`src/tcgr_pkg.sv`:
```
package tcgr_pkg;

   localparam int MAX_GLYPH_ROWS = 16;
   localparam int GLYPH_COUNT    = 256;
   localparam int COORD_BITS     = 12;

   // Glyph height is capped at the store's row count and at sixteen rows.
   localparam int H_CAP       = (MAX_GLYPH_ROWS < 16) ? MAX_GLYPH_ROWS : 16;
   localparam int ROW_BITS    = $clog2(MAX_GLYPH_ROWS);
   localparam int STORE_DEPTH = GLYPH_COUNT * MAX_GLYPH_ROWS;
   localparam int ADDR_BITS   = $clog2(STORE_DEPTH);
   localparam int SCREEN_BITS = 12;
   localparam int QUEUE_DEPTH = 4;

   localparam logic [7:0] CHAR_LF = 8'h0A;
   localparam logic [7:0] CHAR_CR = 8'h0D;

   localparam logic [3:0]  RST_GLYPH_WIDTH  = 4'd8;
   localparam logic [4:0]  RST_GLYPH_HEIGHT = 5'd16;
   localparam logic [11:0] RST_SCREEN_W     = 12'd640;
   localparam logic [11:0] RST_SCREEN_H     = 12'd480;
   localparam logic [23:0] RST_FOREGROUND   = 24'hFFFFFF;
   localparam logic [23:0] RST_BACKGROUND   = 24'h000000;

   typedef enum logic [1:0] {
      KIND_PUT       = 2'd0,
      KIND_BACKSPACE = 2'd1,
      KIND_CLEAR     = 2'd2,
      KIND_LOAD      = 2'd3
   } kind_type;

   typedef enum logic [1:0] {
      ACT_DRAW   = 2'd0,
      ACT_SCROLL = 2'd1,
      ACT_CLEAR  = 2'd2
   } action_type;

   typedef enum logic [2:0] {
      CSR_GLYPH_WIDTH  = 3'd0,
      CSR_GLYPH_HEIGHT = 3'd1,
      CSR_SCREEN_W     = 3'd2,
      CSR_SCREEN_H     = 3'd3,
      CSR_FOREGROUND   = 3'd4,
      CSR_BACKGROUND   = 3'd5,
      CSR_ENABLED      = 3'd6
   } csr_index_type;

   typedef enum logic [1:0] {
      CMD_DRAW   = 2'd0,
      CMD_SCROLL = 2'd1,
      CMD_CLEAR  = 2'd2,
      CMD_LOAD   = 2'd3
   } cmd_op_type;

   typedef struct packed {
      kind_type    kind;
      logic [7:0]  char_code;
      logic [3:0]  glyph_row_index;
      logic [7:0]  glyph_bits;
   } req_type;

   typedef struct packed {
      action_type  action;
      logic [11:0] pixel_x;
      logic [11:0] pixel_y;
      logic [7:0]  row_pattern;
      logic [4:0]  scroll_lines;
      logic [23:0] fill_foreground;
      logic [23:0] fill_background;
      logic        last_of_run;
   } rsp_type;

   typedef struct packed {
      logic [3:0]  glyph_width;
      logic [4:0]  glyph_height;
      logic [11:0] screen_width_px;
      logic [11:0] screen_height_px;
      logic [23:0] foreground_rgb;
      logic [23:0] background_rgb;
      logic        enabled;
   } cfg_type;

   // One command from the front to the back unit.
   typedef struct packed {
      cmd_op_type            op;
      logic                  last;
      logic                  blank;
      logic [COORD_BITS-1:0] x;
      logic [COORD_BITS-1:0] y;
      logic [7:0]            code;
      logic [3:0]            row;
      logic [7:0]            bits;
   } cmd_type;

   function automatic logic [3:0] eff_width(input logic [3:0] w);
      logic [3:0] r;
      if (w == 4'd0) begin
         r = 4'd1;
      end else if (w > 4'd8) begin
         r = 4'd8;
      end else begin
         r = w;
      end
      return r;
   endfunction

   function automatic logic [4:0] eff_height(input logic [4:0] h);
      logic [4:0] r;
      if (h == 5'd0) begin
         r = 5'd1;
      end else if (h > 5'(H_CAP)) begin
         r = 5'(H_CAP);
      end else begin
         r = h;
      end
      return r;
   endfunction

   // Keeps the top w bits of a glyph row.
   function automatic logic [7:0] keep_mask(input logic [3:0] w);
      logic [15:0] m;
      m = 16'hFF00 >> w;
      return m[7:0];
   endfunction

endpackage

```
`src/tcgr_queue.sv`:
```
module tcgr_queue (
   input  logic              clock,
   input  logic              reset,
   input  logic              push,
   input  tcgr_pkg::cmd_type push_data,
   input  logic              pop,
   output tcgr_pkg::cmd_type head,
   output logic              empty,
   output logic              full
);
   import tcgr_pkg::*;

   localparam int PTR_BITS = $clog2(QUEUE_DEPTH);

   cmd_type                entry_ff [QUEUE_DEPTH];
   logic [PTR_BITS-1:0]    wr_ptr_ff, wr_ptr_in;
   logic [PTR_BITS-1:0]    rd_ptr_ff, rd_ptr_in;
   logic [PTR_BITS:0]      count_ff, count_in;

   function automatic logic [PTR_BITS-1:0] next_ptr(input logic [PTR_BITS-1:0] p);
      logic [PTR_BITS-1:0] r;
      if (p == PTR_BITS'(QUEUE_DEPTH - 1)) begin
         r = '0;
      end else begin
         r = p + 1'b1;
      end
      return r;
   endfunction

   assign empty = (count_ff == '0);
   assign full  = (count_ff == (PTR_BITS+1)'(QUEUE_DEPTH));
   assign head  = entry_ff[rd_ptr_ff];

   always_comb begin
      wr_ptr_in = wr_ptr_ff;
      rd_ptr_in = rd_ptr_ff;
      count_in  = count_ff;
      if (push) begin
         wr_ptr_in = next_ptr(wr_ptr_ff);
      end
      if (pop) begin
         rd_ptr_in = next_ptr(rd_ptr_ff);
      end
      if (push && !pop) begin
         count_in = count_ff + 1'b1;
      end else if (pop && !push) begin
         count_in = count_ff - 1'b1;
      end
   end

   always_ff @(posedge clock) begin
      if (reset) begin
         wr_ptr_ff <= '0;
         rd_ptr_ff <= '0;
         count_ff  <= '0;
      end else begin
         wr_ptr_ff <= wr_ptr_in;
         rd_ptr_ff <= rd_ptr_in;
         count_ff  <= count_in;
      end
   end

   always_ff @(posedge clock) begin
      if (push) begin
         entry_ff[wr_ptr_ff] <= push_data;
      end
   end

endmodule

```
`config.mk`:
```
export PLATFORM = sky130hd
export DESIGN_NAME = tcgr_queue
export DESIGN_NICKNAME = d
export VERILOG_FILES = /design/src/tcgr_pkg.sv /design/src/tcgr_queue.sv
export SDC_FILE = /design/constraint.sdc
export NUM_CORES = 1
export LEC_CHECK = 0
export ABC_AREA = 1
export BUFFER_PORTS_ARGS = -buffer_cell sky130_fd_sc_hd__buf_2
export CELL_PAD_IN_SITES_DETAIL_PLACEMENT = 1
export CELL_PAD_IN_SITES_GLOBAL_PLACEMENT = 2
export CORE_ASPECT_RATIO = 1.25
export CORE_MARGIN = 2
export CORE_UTILIZATION = 40
export CTS_CLUSTER_SIZE = 40
export DETAILED_ROUTE_END_ITERATION = 8
export PLACE_DENSITY = 0.75
export REMOVE_ABC_BUFFERS = 1
export SETUP_SLACK_MARGIN = 0.05
export SYNTH_ARGS = -nofsm -noshare
export SYNTH_HDL_FRONTEND = slang
export SYNTH_SLANG_ARGS = --single-unit
```
`constraint.sdc`:
```
create_clock -name clock -period 2.5 [get_ports clock]
set_input_delay 0.125 -clock clock [delete_from_list [all_inputs] [get_ports clock]]
set_output_delay 0.125 -clock clock [all_outputs]
set_load 0.01 [all_outputs]
```
==> flow_summary.toml <==
[synthesis]
synthCells = 524
ys_ff_latch = 201
yosysSeqAreaShare = 0.779
ys_types = 25
async_reset_ff_frac = 0
avgSynthCellArea_um2 = 14.6
synth-main-ff-cell = "edfxtp_1"
netlist_area_mm2 = 0.00763
synth_warnings = 0
synth_edf_count = 192

[sta]
tightest_slew_ns = 0.645
fin_crit_sh = 0.891
rsz0062_at_grt = "false"
slew_viol_final = 0
max_freq_ghz = 0.449
finalClockSkew_ns = 0.00906
finalHoldViolCount = 0
min_period_ns = 2.23
final-setup-viol-count = 0
relSlewSlack = 0.569

[setup_path]
rrSetupSlack_ns = 0.76
critPathBufInv = 2
cp_data_arrival_time_ns = 2.10
path_delay_family = "buffers and inverters"
crit_required_ns = 2.38
r2r_end = "entry_ff[3][41]$_DFFE_PP_"
rr_startpoint = "wr_ptr_ff[0]$_SDFFE_PP0P_"
critPathSlowestCell = "dfxtp_4"
slowest_delay_ns = 0.49
critPathCaptureType = "primary output"
worst-setup-path-type = "flip-flop to primary output"
reg2reg_depth = 4
cp_max_fo = 96
cp_cell_sequence = "inv_8, o21ai_0, o22ai_1, buf_2"
worstSetupStartpointType = "flip-flop"

[route]
met2_length_um = 9580
wl_um = 17600
wl_met3_um = 662
wl_met1_um = 6980
drt-vias-per-instance = 5.15
wire_per_inst_um = 19.1
drc = 0
vias = 4742
first_iter_violations = 265
ant_nets = 0
highest_layer = "met4"
drt_pass1_iterations = 4

[final_layout]
area_growth_pct = 24.3
layout_common_cells = "edfxtp_1 (192), buf_2 (101), nor2_1 (94), o21ai_0 (90), dlygate4sd3_1 (50)"
drive_gt1_frac = 0.232
fill_cells = 1856
layout_commonest_cell = "edfxtp_1"
fin_util = 0.507
nets = 734
antenna_cells = 0

[die]
die_width_um = 128
core_area_mm2 = 0.0187
die_y_um = 158
die_area_mm2 = 0.0202
pin_count = 102
start_util = 0.408
rows = 56

[global_routing]
grt_antenna_before_repair = 0
gr-total-overflow = 0
grt_pass1_vias = 5094
track_usage = 0.175
grt_pass1_wl_um = 27400
grt_max_degree = 97

[hold_path]
hold_depth = 3
hold_path.startpoint = "push"
min_to = "wr_ptr_ff[1]$_SDFFE_PP0P_"
worstHoldPathType = "primary input to flip-flop"

[placement]
io_buffer_count = 101
routabilityCongestion = 0.740
dp_hpwl_um = 10200

[cts]
worstSkewPairLatency_ns = 0.47
cts.sink_count = 201
clockRootBuffer = "clkbuf_16"
path_clk_slew_ns = 0.06
cts_tree = "yes"
cts_max_level = 1
cts_buffers = 20
clockBufferDepth = 3

[power]
ir_drop_mv = 0.397
power_density_mw_per_mm2 = 799
leakage_uw = 0.00340
p_total_uw = 7580

[run_status]
status = "finished clean"

[run]
cap_violations = 0
[state kept, by name, summed over array words and instances (netlist names), named ones only]
| register | count |
|---|---|
| entry_ff | 192 |
| wr_ptr_ff | 2 |
| count_ff | 3 |
| rd_ptr_ff | 2 |
[routing by layer]
layer / global-route usage / vias to the layer above
met3: 0.0302 / 24
met1: 0.207 / 2374
li1: - / 2249
met2: 0.328 / 95
met4: 0.0487 / 0
met5: 0 / -
[synth_stat cells (5+ instances only)]
cell type	number	area, um^2
edfxtp_1	192	5770
o22ai_1	48	300
ha_1	6	75.1
buf_2	8	40.0
clkbuf_2	5	25.0
o21ai_0	90	450
nor2_2	10	62.6
nor2_1	94	353
buf_6	6	67.6
o21ai_1	9	45.0
nand2_1	8	30.0
dfxtp_1	9	180
inv_1	14	52.6
[worst reg2reg max path, cell delays in order (launching register included)]
cell     delay, ns
dfxtp_1       0.40
ha_1          0.20
nand2_1       0.07
inv_2         0.48
buf_4         0.30
[worst max path at each step]
| stage | endpoint | slack [ns] | depth (start not counted) |
|---|---|---|---|
| 2_1_floorplan | head[0] | -0.29 | 3 |
| 3_5_place_dp | head[44] | 0.63 | 4 |
| 5_1_grt | head[26] | 0.13 | 4 |
| 6_report | head[44] | 0.27 | 4 |
| 4_1_cts | head[44] | 0.13 | 4 |
| 3_3_place_gp | head[8] | 0.66 | 4 |
[what timing repair did]
item                                    4_1_cts  5_1_grt
endpoints found under the setup margin        0        8
endpoints found under the hold margin       197        0
gates resized for setup                       0        2
buffers inserted                              0        0
hold buffers                                 50        0
[where the power goes]
part	switching, uW	leakage [uW]	internal [uW]
logic	492	0.00124	300
registers	59.2	0.00184	3840
clock network	1170	0.000327	1720
total	1720	0.00340	5860
[cells by family after synthesis]
group,count (synthesis),synth area share
xor gates and xnor gates,1,0.00115
AOI/OAI and AO/OA,150,0.106
DFF,201,0.779
and+or+nand+nor,118,0.0624
adders and majority gates,7,0.0125
buffers and inverters,47,0.0390
[per-stage QoR]
stage / hold WS (ns) / TNS [ns] / area, um^2 / setup WS (ns) / instances
after global routing: 0.0878 / 0 / 9490 / 0.130 / 921
after CTS: 0.0260 / 0 / 9480 / 0.127 / 921
after floorplan: 0.197 / -13.68 / 7400 / -0.290 / 493
after detailed placement: 0.346 / 0 / 8330 / 0.626 / 835
final: 0.0472 / 0 / 9490 / 0.273 / 921
after global placement: 0.335 / 0 / 8330 / 0.660 / 835
[layout make-up]
type	count	area, um^2	share of cell area
sequential	201	5950	0.627
multi-input combinational	276	1390	0.147
timing repair buffer	160	1140	0.120
clock buffer	26	574	0.0605
tap	232	290	0.0306
clock inverter	10	72.6	0.00765
inverter	16	67.6	0.00712
(Power assumes the default switching activity.)
