### config.mk
export PLATFORM = sky130hd
export DESIGN_NAME = tcgr_front
export DESIGN_NICKNAME = d
export VERILOG_FILES = /design/src/tcgr_pkg.sv /design/src/tcgr_front.sv
export SDC_FILE = /design/constraint.sdc
export NUM_CORES = 1
export LEC_CHECK = 0
export BUFFER_PORTS_ARGS = -buffer_cell sky130_fd_sc_hd__buf_4
export CAP_MARGIN = 20
export CELL_PAD_IN_SITES_DETAIL_PLACEMENT = 1
export CELL_PAD_IN_SITES_GLOBAL_PLACEMENT = 2
export CORE_MARGIN = 2
export CORE_UTILIZATION = 39
export CTS_CLUSTER_DIAMETER = 150
export DETAILED_ROUTE_END_ITERATION = 10
export PLACE_DENSITY = 0.86
export SYNTH_ARGS = -nofsm -noshare
export SYNTH_HDL_FRONTEND = slang
export SYNTH_SLANG_ARGS = --single-unit
### constraint.sdc
create_clock -name clock -period 16.4 [get_ports clock]
set_input_delay 1.64 -clock clock [delete_from_list [all_inputs] [get_ports clock]]
set_output_delay 1.64 -clock clock [all_outputs]
set_load 0.005 [all_outputs]
### src/tcgr_pkg.sv
package tcgr_pkg;

   localparam int MAX_GLYPH_ROWS = 16;
   localparam int GLYPH_COUNT    = 256;
   localparam int COORD_BITS     = 12;

   // Glyph height is capped at the store's row count and at sixteen rows.
   localparam int H_CAP       = (MAX_GLYPH_ROWS < 16) ? MAX_GLYPH_ROWS : 16;
   localparam int ROW_BITS    = $clog2(MAX_GLYPH_ROWS);
   localparam int STORE_DEPTH = GLYPH_COUNT * MAX_GLYPH_ROWS;
   localparam int ADDR_BITS   = $clog2(STORE_DEPTH);
   localparam int SCREEN_BITS = 12;
   localparam int QUEUE_DEPTH = 4;

   localparam logic [7:0] CHAR_LF = 8'h0A;
   localparam logic [7:0] CHAR_CR = 8'h0D;

   localparam logic [3:0]  RST_GLYPH_WIDTH  = 4'd8;
   localparam logic [4:0]  RST_GLYPH_HEIGHT = 5'd16;
   localparam logic [11:0] RST_SCREEN_W     = 12'd640;
   localparam logic [11:0] RST_SCREEN_H     = 12'd480;
   localparam logic [23:0] RST_FOREGROUND   = 24'hFFFFFF;
   localparam logic [23:0] RST_BACKGROUND   = 24'h000000;

   typedef enum logic [1:0] {
      KIND_PUT       = 2'd0,
      KIND_BACKSPACE = 2'd1,
      KIND_CLEAR     = 2'd2,
      KIND_LOAD      = 2'd3
   } kind_type;

   typedef enum logic [1:0] {
      ACT_DRAW   = 2'd0,
      ACT_SCROLL = 2'd1,
      ACT_CLEAR  = 2'd2
   } action_type;

   typedef enum logic [2:0] {
      CSR_GLYPH_WIDTH  = 3'd0,
      CSR_GLYPH_HEIGHT = 3'd1,
      CSR_SCREEN_W     = 3'd2,
      CSR_SCREEN_H     = 3'd3,
      CSR_FOREGROUND   = 3'd4,
      CSR_BACKGROUND   = 3'd5,
      CSR_ENABLED      = 3'd6
   } csr_index_type;

   typedef enum logic [1:0] {
      CMD_DRAW   = 2'd0,
      CMD_SCROLL = 2'd1,
      CMD_CLEAR  = 2'd2,
      CMD_LOAD   = 2'd3
   } cmd_op_type;

   typedef struct packed {
      kind_type    kind;
      logic [7:0]  char_code;
      logic [3:0]  glyph_row_index;
      logic [7:0]  glyph_bits;
   } req_type;

   typedef struct packed {
      action_type  action;
      logic [11:0] pixel_x;
      logic [11:0] pixel_y;
      logic [7:0]  row_pattern;
      logic [4:0]  scroll_lines;
      logic [23:0] fill_foreground;
      logic [23:0] fill_background;
      logic        last_of_run;
   } rsp_type;

   typedef struct packed {
      logic [3:0]  glyph_width;
      logic [4:0]  glyph_height;
      logic [11:0] screen_width_px;
      logic [11:0] screen_height_px;
      logic [23:0] foreground_rgb;
      logic [23:0] background_rgb;
      logic        enabled;
   } cfg_type;

   // One command from the front to the back unit.
   typedef struct packed {
      cmd_op_type            op;
      logic                  last;
      logic                  blank;
      logic [COORD_BITS-1:0] x;
      logic [COORD_BITS-1:0] y;
      logic [7:0]            code;
      logic [3:0]            row;
      logic [7:0]            bits;
   } cmd_type;

   function automatic logic [3:0] eff_width(input logic [3:0] w);
      logic [3:0] r;
      if (w == 4'd0) begin
         r = 4'd1;
      end else if (w > 4'd8) begin
         r = 4'd8;
      end else begin
         r = w;
      end
      return r;
   endfunction

   function automatic logic [4:0] eff_height(input logic [4:0] h);
      logic [4:0] r;
      if (h == 5'd0) begin
         r = 5'd1;
      end else if (h > 5'(H_CAP)) begin
         r = 5'(H_CAP);
      end else begin
         r = h;
      end
      return r;
   endfunction

   // Keeps the top w bits of a glyph row.
   function automatic logic [7:0] keep_mask(input logic [3:0] w);
      logic [15:0] m;
      m = 16'hFF00 >> w;
      return m[7:0];
   endfunction

endpackage

### src/tcgr_front.sv
module tcgr_front (
   input  logic              clock,
   input  logic              reset,
   input  logic              start,
   input  tcgr_pkg::req_type req_data,
   input  tcgr_pkg::cfg_type cfg,
   input  logic              q_full,
   output logic              busy,
   output logic              q_push,
   output tcgr_pkg::cmd_type q_data
);
   import tcgr_pkg::*;

   localparam int PW       = COORD_BITS + 6;
   localparam int CNT_BITS = $clog2(SCREEN_BITS);

   typedef enum logic [5:0] {
      FR_IDLE = 6'b000001,
      FR_DIV  = 6'b000010,
      FR_MUL  = 6'b000100,
      FR_WRAP = 6'b001000,
      FR_LF   = 6'b010000,
      FR_PUSH = 6'b100000
   } front_state_type;

   front_state_type          state_ff, state_in;
   logic [COORD_BITS-1:0]    col_ff, col_in;
   logic [COORD_BITS-1:0]    line_ff, line_in;
   cmd_type                  cmd_ff, cmd_in;
   logic                     then_scroll_ff, then_scroll_in;
   logic                     is_put_ff, is_put_in;
   logic [SCREEN_BITS-1:0]   div_ff, div_in;
   logic [3:0]               rem_ff, rem_in;
   logic [CNT_BITS-1:0]      cnt_ff, cnt_in;

   logic [3:0]               w;
   logic [4:0]               h;
   logic [4:0]               trial;
   logic                     step_ge;
   logic [3:0]               step_rem;
   logic [SCREEN_BITS-1:0]   quotient;
   logic [COORD_BITS-1:0]    col_plus1;
   logic [PW-1:0]            wrap_prod;
   logic [PW-1:0]            lf_prod;
   logic                     wrap_hit;
   logic                     scroll_hit;
   logic                     load_ok;
   logic                     code_ok;

   assign w = eff_width(cfg.glyph_width);
   assign h = eff_height(cfg.glyph_height);

   // One quotient bit per cycle for the column after a backspace wraps back a line.
   assign trial    = {rem_ff, div_ff[SCREEN_BITS-1]};
   assign step_ge  = (trial >= {1'b0, w});
   assign step_rem = step_ge ? 4'(trial - {1'b0, w}) : trial[3:0];
   assign quotient = {div_ff[SCREEN_BITS-2:0], step_ge};

   assign col_plus1  = col_ff + 1'b1;
   assign wrap_prod  = (PW'(col_plus1) + PW'(1)) * PW'(w);
   assign lf_prod    = (PW'(line_ff) + PW'(2)) * PW'(h);
   assign wrap_hit   = (wrap_prod >= PW'(cfg.screen_width_px));
   assign scroll_hit = (lf_prod >= PW'(cfg.screen_height_px));

   assign load_ok = (int'(req_data.glyph_row_index) < MAX_GLYPH_ROWS) &&
                    (int'(req_data.char_code) < GLYPH_COUNT);
   assign code_ok = (int'(req_data.char_code) < GLYPH_COUNT);

   assign busy   = (state_ff != FR_IDLE);
   assign q_data = cmd_ff;

   always_comb begin
      state_in       = state_ff;
      col_in         = col_ff;
      line_in        = line_ff;
      cmd_in         = cmd_ff;
      then_scroll_in = then_scroll_ff;
      is_put_in      = is_put_ff;
      div_in         = div_ff;
      rem_in         = rem_ff;
      cnt_in         = cnt_ff;
      q_push         = 1'b0;
      case (state_ff)
         FR_IDLE: begin
            if (start) begin
               cmd_in.op      = CMD_DRAW;
               cmd_in.code    = req_data.char_code;
               cmd_in.row     = req_data.glyph_row_index;
               cmd_in.bits    = req_data.glyph_bits;
               cmd_in.last    = 1'b1;
               cmd_in.blank   = 1'b1;
               cmd_in.x       = '0;
               cmd_in.y       = '0;
               then_scroll_in = 1'b0;
               is_put_in      = 1'b0;
               if (req_data.kind == KIND_CLEAR) begin
                  col_in    = '0;
                  line_in   = '0;
                  cmd_in.op = CMD_CLEAR;
                  state_in  = FR_PUSH;
               end else if (cfg.enabled) begin
                  case (req_data.kind)
                     KIND_LOAD: begin
                        cmd_in.op = CMD_LOAD;
                        if (load_ok) begin
                           state_in = FR_PUSH;
                        end
                     end
                     KIND_BACKSPACE: begin
                        if (col_ff != '0) begin
                           col_in   = col_ff - 1'b1;
                           state_in = FR_MUL;
                        end else if (line_ff != '0) begin
                           div_in   = cfg.screen_width_px;
                           rem_in   = '0;
                           cnt_in   = '0;
                           state_in = FR_DIV;
                        end
                     end
                     KIND_PUT: begin
                        if (req_data.char_code == CHAR_LF) begin
                           col_in   = '0;
                           state_in = FR_LF;
                        end else if (req_data.char_code == CHAR_CR) begin
                           col_in = '0;
                        end else begin
                           cmd_in.blank = !code_ok;
                           is_put_in    = 1'b1;
                           state_in     = FR_MUL;
                        end
                     end
                     default: begin
                     end
                  endcase
               end
            end
         end
         FR_DIV: begin
            rem_in = step_rem;
            div_in = quotient;
            cnt_in = cnt_ff + 1'b1;
            if (cnt_ff == CNT_BITS'(SCREEN_BITS - 1)) begin
               line_in  = line_ff - 1'b1;
               col_in   = (quotient == '0) ? '0 : COORD_BITS'(quotient - 1'b1);
               state_in = FR_MUL;
            end
         end
         FR_MUL: begin
            cmd_in.op = CMD_DRAW;
            cmd_in.x  = COORD_BITS'(col_ff * COORD_BITS'(w));
            cmd_in.y  = COORD_BITS'(line_ff * COORD_BITS'(h));
            state_in  = is_put_ff ? FR_WRAP : FR_PUSH;
         end
         FR_WRAP: begin
            col_in   = col_plus1;
            state_in = wrap_hit ? FR_LF : FR_PUSH;
         end
         FR_LF: begin
            col_in = '0;
            if (scroll_hit) begin
               // After a glyph, the scroll follows its rows and closes the transfer run.
               if (is_put_ff) begin
                  cmd_in.last    = 1'b0;
                  then_scroll_in = 1'b1;
               end else begin
                  cmd_in.op = CMD_SCROLL;
               end
               state_in = FR_PUSH;
            end else begin
               line_in  = line_ff + 1'b1;
               state_in = is_put_ff ? FR_PUSH : FR_IDLE;
            end
         end
         FR_PUSH: begin
            if (!q_full) begin
               q_push = 1'b1;
               if (then_scroll_ff) begin
                  cmd_in.op      = CMD_SCROLL;
                  cmd_in.last    = 1'b1;
                  then_scroll_in = 1'b0;
               end else begin
                  state_in = FR_IDLE;
               end
            end
         end
         default: begin
            state_in = FR_IDLE;
         end
      endcase
   end

   always_ff @(posedge clock) begin
      if (reset) begin
         state_ff       <= FR_IDLE;
         col_ff         <= '0;
         line_ff        <= '0;
         then_scroll_ff <= 1'b0;
         is_put_ff      <= 1'b0;
         cnt_ff         <= '0;
      end else begin
         state_ff       <= state_in;
         col_ff         <= col_in;
         line_ff        <= line_in;
         then_scroll_ff <= then_scroll_in;
         is_put_ff      <= is_put_in;
         cnt_ff         <= cnt_in;
      end
   end

   always_ff @(posedge clock) begin
      cmd_ff <= cmd_in;
      div_ff <= div_in;
      rem_ff <= rem_in;
   end

endmodule

==> results.cfg <==
[setup_path]
r2r.worst_path.cells = 23
last_element_of_the_critical_path = line_ff[1]
worstSetupPathDepth = 22
cpMostUsedCell = sky130_fd_sc_hd__fa_1
path_cells = buf_4, nand2b_1, nor2_1, fa_1, fa_1, inv_1, fa_1, inv_1, ha_1, a2111oi_2, o21ai_1, a31oi_1, xnor2_1, ha_1, nand2_1, nor2_1, nand2_1, o311ai_0, a2111oi_4, nand4_2, a21o_1, mux2_1
crit_required_ps = 16660
setup.worst_path.start = cfg[77]
cp.arrival_ps = 8380
worstReg2RegStart = line_ff[1]
regToRegEndpoint = line_ff[1]
critical-path-max-stage-delay_ps = 970
worst-path-buf-inv = 3
critical-path-top-delay-family = compound AO/OA/AOI/OAI gates
timing.critical_path.fanout_max = 33
worst-setup-path-type = input pin to register
setup.worst_path.start_class = input pin
end_kind = register
setup_slack_of_the_most_critical_reg_to_reg_path_ps = 8870
crit_path_top_delay_cell = sky130_fd_sc_hd__o311ai_0

[clocking]
htree_levels = 3
cts_resized = 0
clock_pin_slew_on_the_worst_setup_and_hold_paths_ps = 80
clock_insertion_delay_worst_skew_ps = 360
cts_root_buffer = sky130_fd_sc_hd__clkbuf_16
cts.repair_timing.setup_buffer_count = 0
clk_buf_depth = 2
cts_inserted_buffers = 9
clock_tree_from_tritoncts = built
tritoncts_num_sinks = 100
post_cts_hold_fix_bufs = 0

[sta]
finalCritPeriodShare_pct = 49.5
setup-violations-final = 0
worstMarginPinSlew_ps = 1150
fin_skew_ps = 11.9
final.min_clock_period_ps = 8120
totalNegativeSetupSlack_ps = 0
report.final.slew_viol_count = 0
slew-limit-headroom_pct = 22.2
final_hold_viol_count = 0
setup_slack_ps = 8280
fmaxAchievable_ghz = 0.123
rsz_0062_raised_after_global_routing = false

[synthesis]
ys_async_sr_fraction_pct = 0
cell_type_with_the_highest_aggregate_area_in_the_netlist = sky130_fd_sc_hd__fa_1
seq_cells_post_synth = 100
synth.top_cells.by_area = sky130_fd_sc_hd__fa_1 16%, sky130_fd_sc_hd__edfxtp_1 15%, sky130_fd_sc_hd__ha_1 12%
number_of_cells_produced_by_synthesis = 1493
sequential_fraction_of_the_synthesis_area_pct = 21.3
synth_cell_type_count = 84
synthDominantCellAreaShare_pct = 15.6
syn-num-nets = 1817
ys.warnings.count = 0
synth_ff_type = sky130_fd_sc_hd__edfxtp_1
synth-edff-count = 64
netlist_area_um2 = 12400
post_synthesis_mean_instance_area_um2 = 8.32

[place]
dpl.cell_count = 1945
io_buffer_count = 109
globalplace.congestion = 0.866
placement.setup.worst_slack_ps = 7970
post-dp-hpwl_mm = 27.7

[power]
worst_vdd_rail_ir_drop_v = 0.0000540
leakage_power_uw = 0.00627
cellPowerDensity_nw_per_um2 = 85.0

[finish]
finalNetCount = 1879
final-instance-count-excl-fill = 1962
layout_cells_sized_above_1_pct = 10.6
antennaDiodeCount = 0
layout-area-overhead-vs-synth_pct = 11.4

[floorplanning]
boundaryPins = 158
floorplan.initialDensity_pct = 39.5
floorplan.die_area_um2 = 33300
rows = 65
core_region_area_um2 = 31500
dieHeight_um = 182
die_w_um = 182

[global_routing]
grt_antenna_before_repair = 0
grt_first_pass_wirelength_mm = 56.9
first_global_vias = 11000
gr-total-overflow = 0
maximum_number_of_pins_on_one_net_before_global_route_repair = 36
grtUsageTotal_pct = 21.1

[route]
detail_route.vias_per_cell = 5.38
drc = 0
dr.pass1.iters = 4
finalWirelength_mm = 34.1
route.vias.total = 10600
routed_wire_length_per_instance_um = 17.4
drt.antenna.violating_nets = 0
dr.first_iter.drc_count = 448

[worst_hold_path]
worst_hold_check_path_type = register to register
hold_path.startpoint = cnt_ff[3]

[outcome]
run_status = finished clean

[job]
max_cap_viol_count = 0
power by group:
part / total [uW] / switching (uW) / internal (uW)
sequential: 382 / 55.4 / 326
combinational: 583 / 343 / 240
clock: 213 / 106 / 106
worst min-delay path by stage:
stage          cells after the start  slack, ps   endpoint
5_1_grt                            1        500  cnt_ff[3]
4_1_cts                            1        480  cnt_ff[3]
3_5_place_dp                       1        460  cnt_ff[3]
3_3_place_gp                       1        450  cnt_ff[3]
2_1_floorplan                      1        430  cnt_ff[3]
6_report                           1        470  cnt_ff[3]
flip-flops by register name, indices dropped and copies added (netlist names):
name            count
q_data             48
col_ff             12
div_ff             12
line_ff            12
state_ff            6
cnt_ff              4
rem_ff              4
is_put_ff           1
then_scroll_ff      1
worst reg2reg max path: cells and delay by family (launching register included):
family / cells / cell delay (ps)
compound gates: 6 / 2580
xor+xnor: 2 / 500
fa+ha+maj: 6 / 2400
buf+inv: 2 / 100
flops: 1 / 660
mux: 1 / 370
simple gates: 6 / 820
cell usage after synthesis (38+ instances only):
cell                       count
sky130_fd_sc_hd__a21oi_1      52
sky130_fd_sc_hd__and2_1       38
sky130_fd_sc_hd__clkbuf_1     56
sky130_fd_sc_hd__edfxtp_1     64
sky130_fd_sc_hd__fa_1         97
sky130_fd_sc_hd__ha_1        119
sky130_fd_sc_hd__inv_1       183
sky130_fd_sc_hd__nand2_1     167
sky130_fd_sc_hd__nor2_1      154
sky130_fd_sc_hd__nor2b_1      38
sky130_fd_sc_hd__o21ai_0      70
sky130_fd_sc_hd__xnor2_1      48
area by class of cell:
type / instances / area (um^2)
tap: 402 / 503
clock buffer: 9 / 225
multi-input combinational: 1142 / 8830
inverter: 186 / 698
fill: 3798 / 17600
clock inverter: 7 / 65.1
timing repair buffer: 116 / 878
sequential: 100 / 2640
stage by stage:
stage,power [uW],cell area (um^2),utilization (%),hold WS (ps)
2_1_floorplan,763,12400,-,431
3_3_place_gp,944,13500,43.0,451
3_5_place_dp,962,13500,43.0,464
4_1_cts,1180,13800,43.9,476
5_1_grt,1280,13800,44.0,499
6_report,1180,13800,44.0,473
layer usage:
layer / global-route usage (%) / share of wire, %
met5: 0 / 0
met1: 30.2 / 50
met4: 3.26 / 0.88
met3: 3.21 / 4.0
met2: 34.3 / 45
kinds of logic (layout without fill, tap and decap cells):
kind of cell             Yosys count  after routing  synth area share (%)
XOR/XNOR                          85             85                  5.99
multiplexers                      11             11                  1.27
AND/OR/NAND/NOR                  565            565                  21.9
AO/OA/AOI/OAI                    265            265                  14.3
adder cells (fa/ha/maj)          216            216                  27.6
buffers and inverters            251            318                  7.68
flip-flops                       100            100                  21.3
cells in the final DEF (no fill, tap or decap), types with 37 or more instances in the layout:
cell                       count
sky130_fd_sc_hd__nor2b_1      38
sky130_fd_sc_hd__a21oi_1      52
sky130_fd_sc_hd__nor2_1      154
sky130_fd_sc_hd__ha_1        119
sky130_fd_sc_hd__xor2_1       37
sky130_fd_sc_hd__nand2_1     167
sky130_fd_sc_hd__edfxtp_1     64
sky130_fd_sc_hd__buf_4       115
sky130_fd_sc_hd__fa_1         97
sky130_fd_sc_hd__xnor2_1      48
sky130_fd_sc_hd__inv_1       183
sky130_fd_sc_hd__and2_1       38
sky130_fd_sc_hd__o21ai_0      70
No activity file was read; power rests on OpenSTA's default activity.
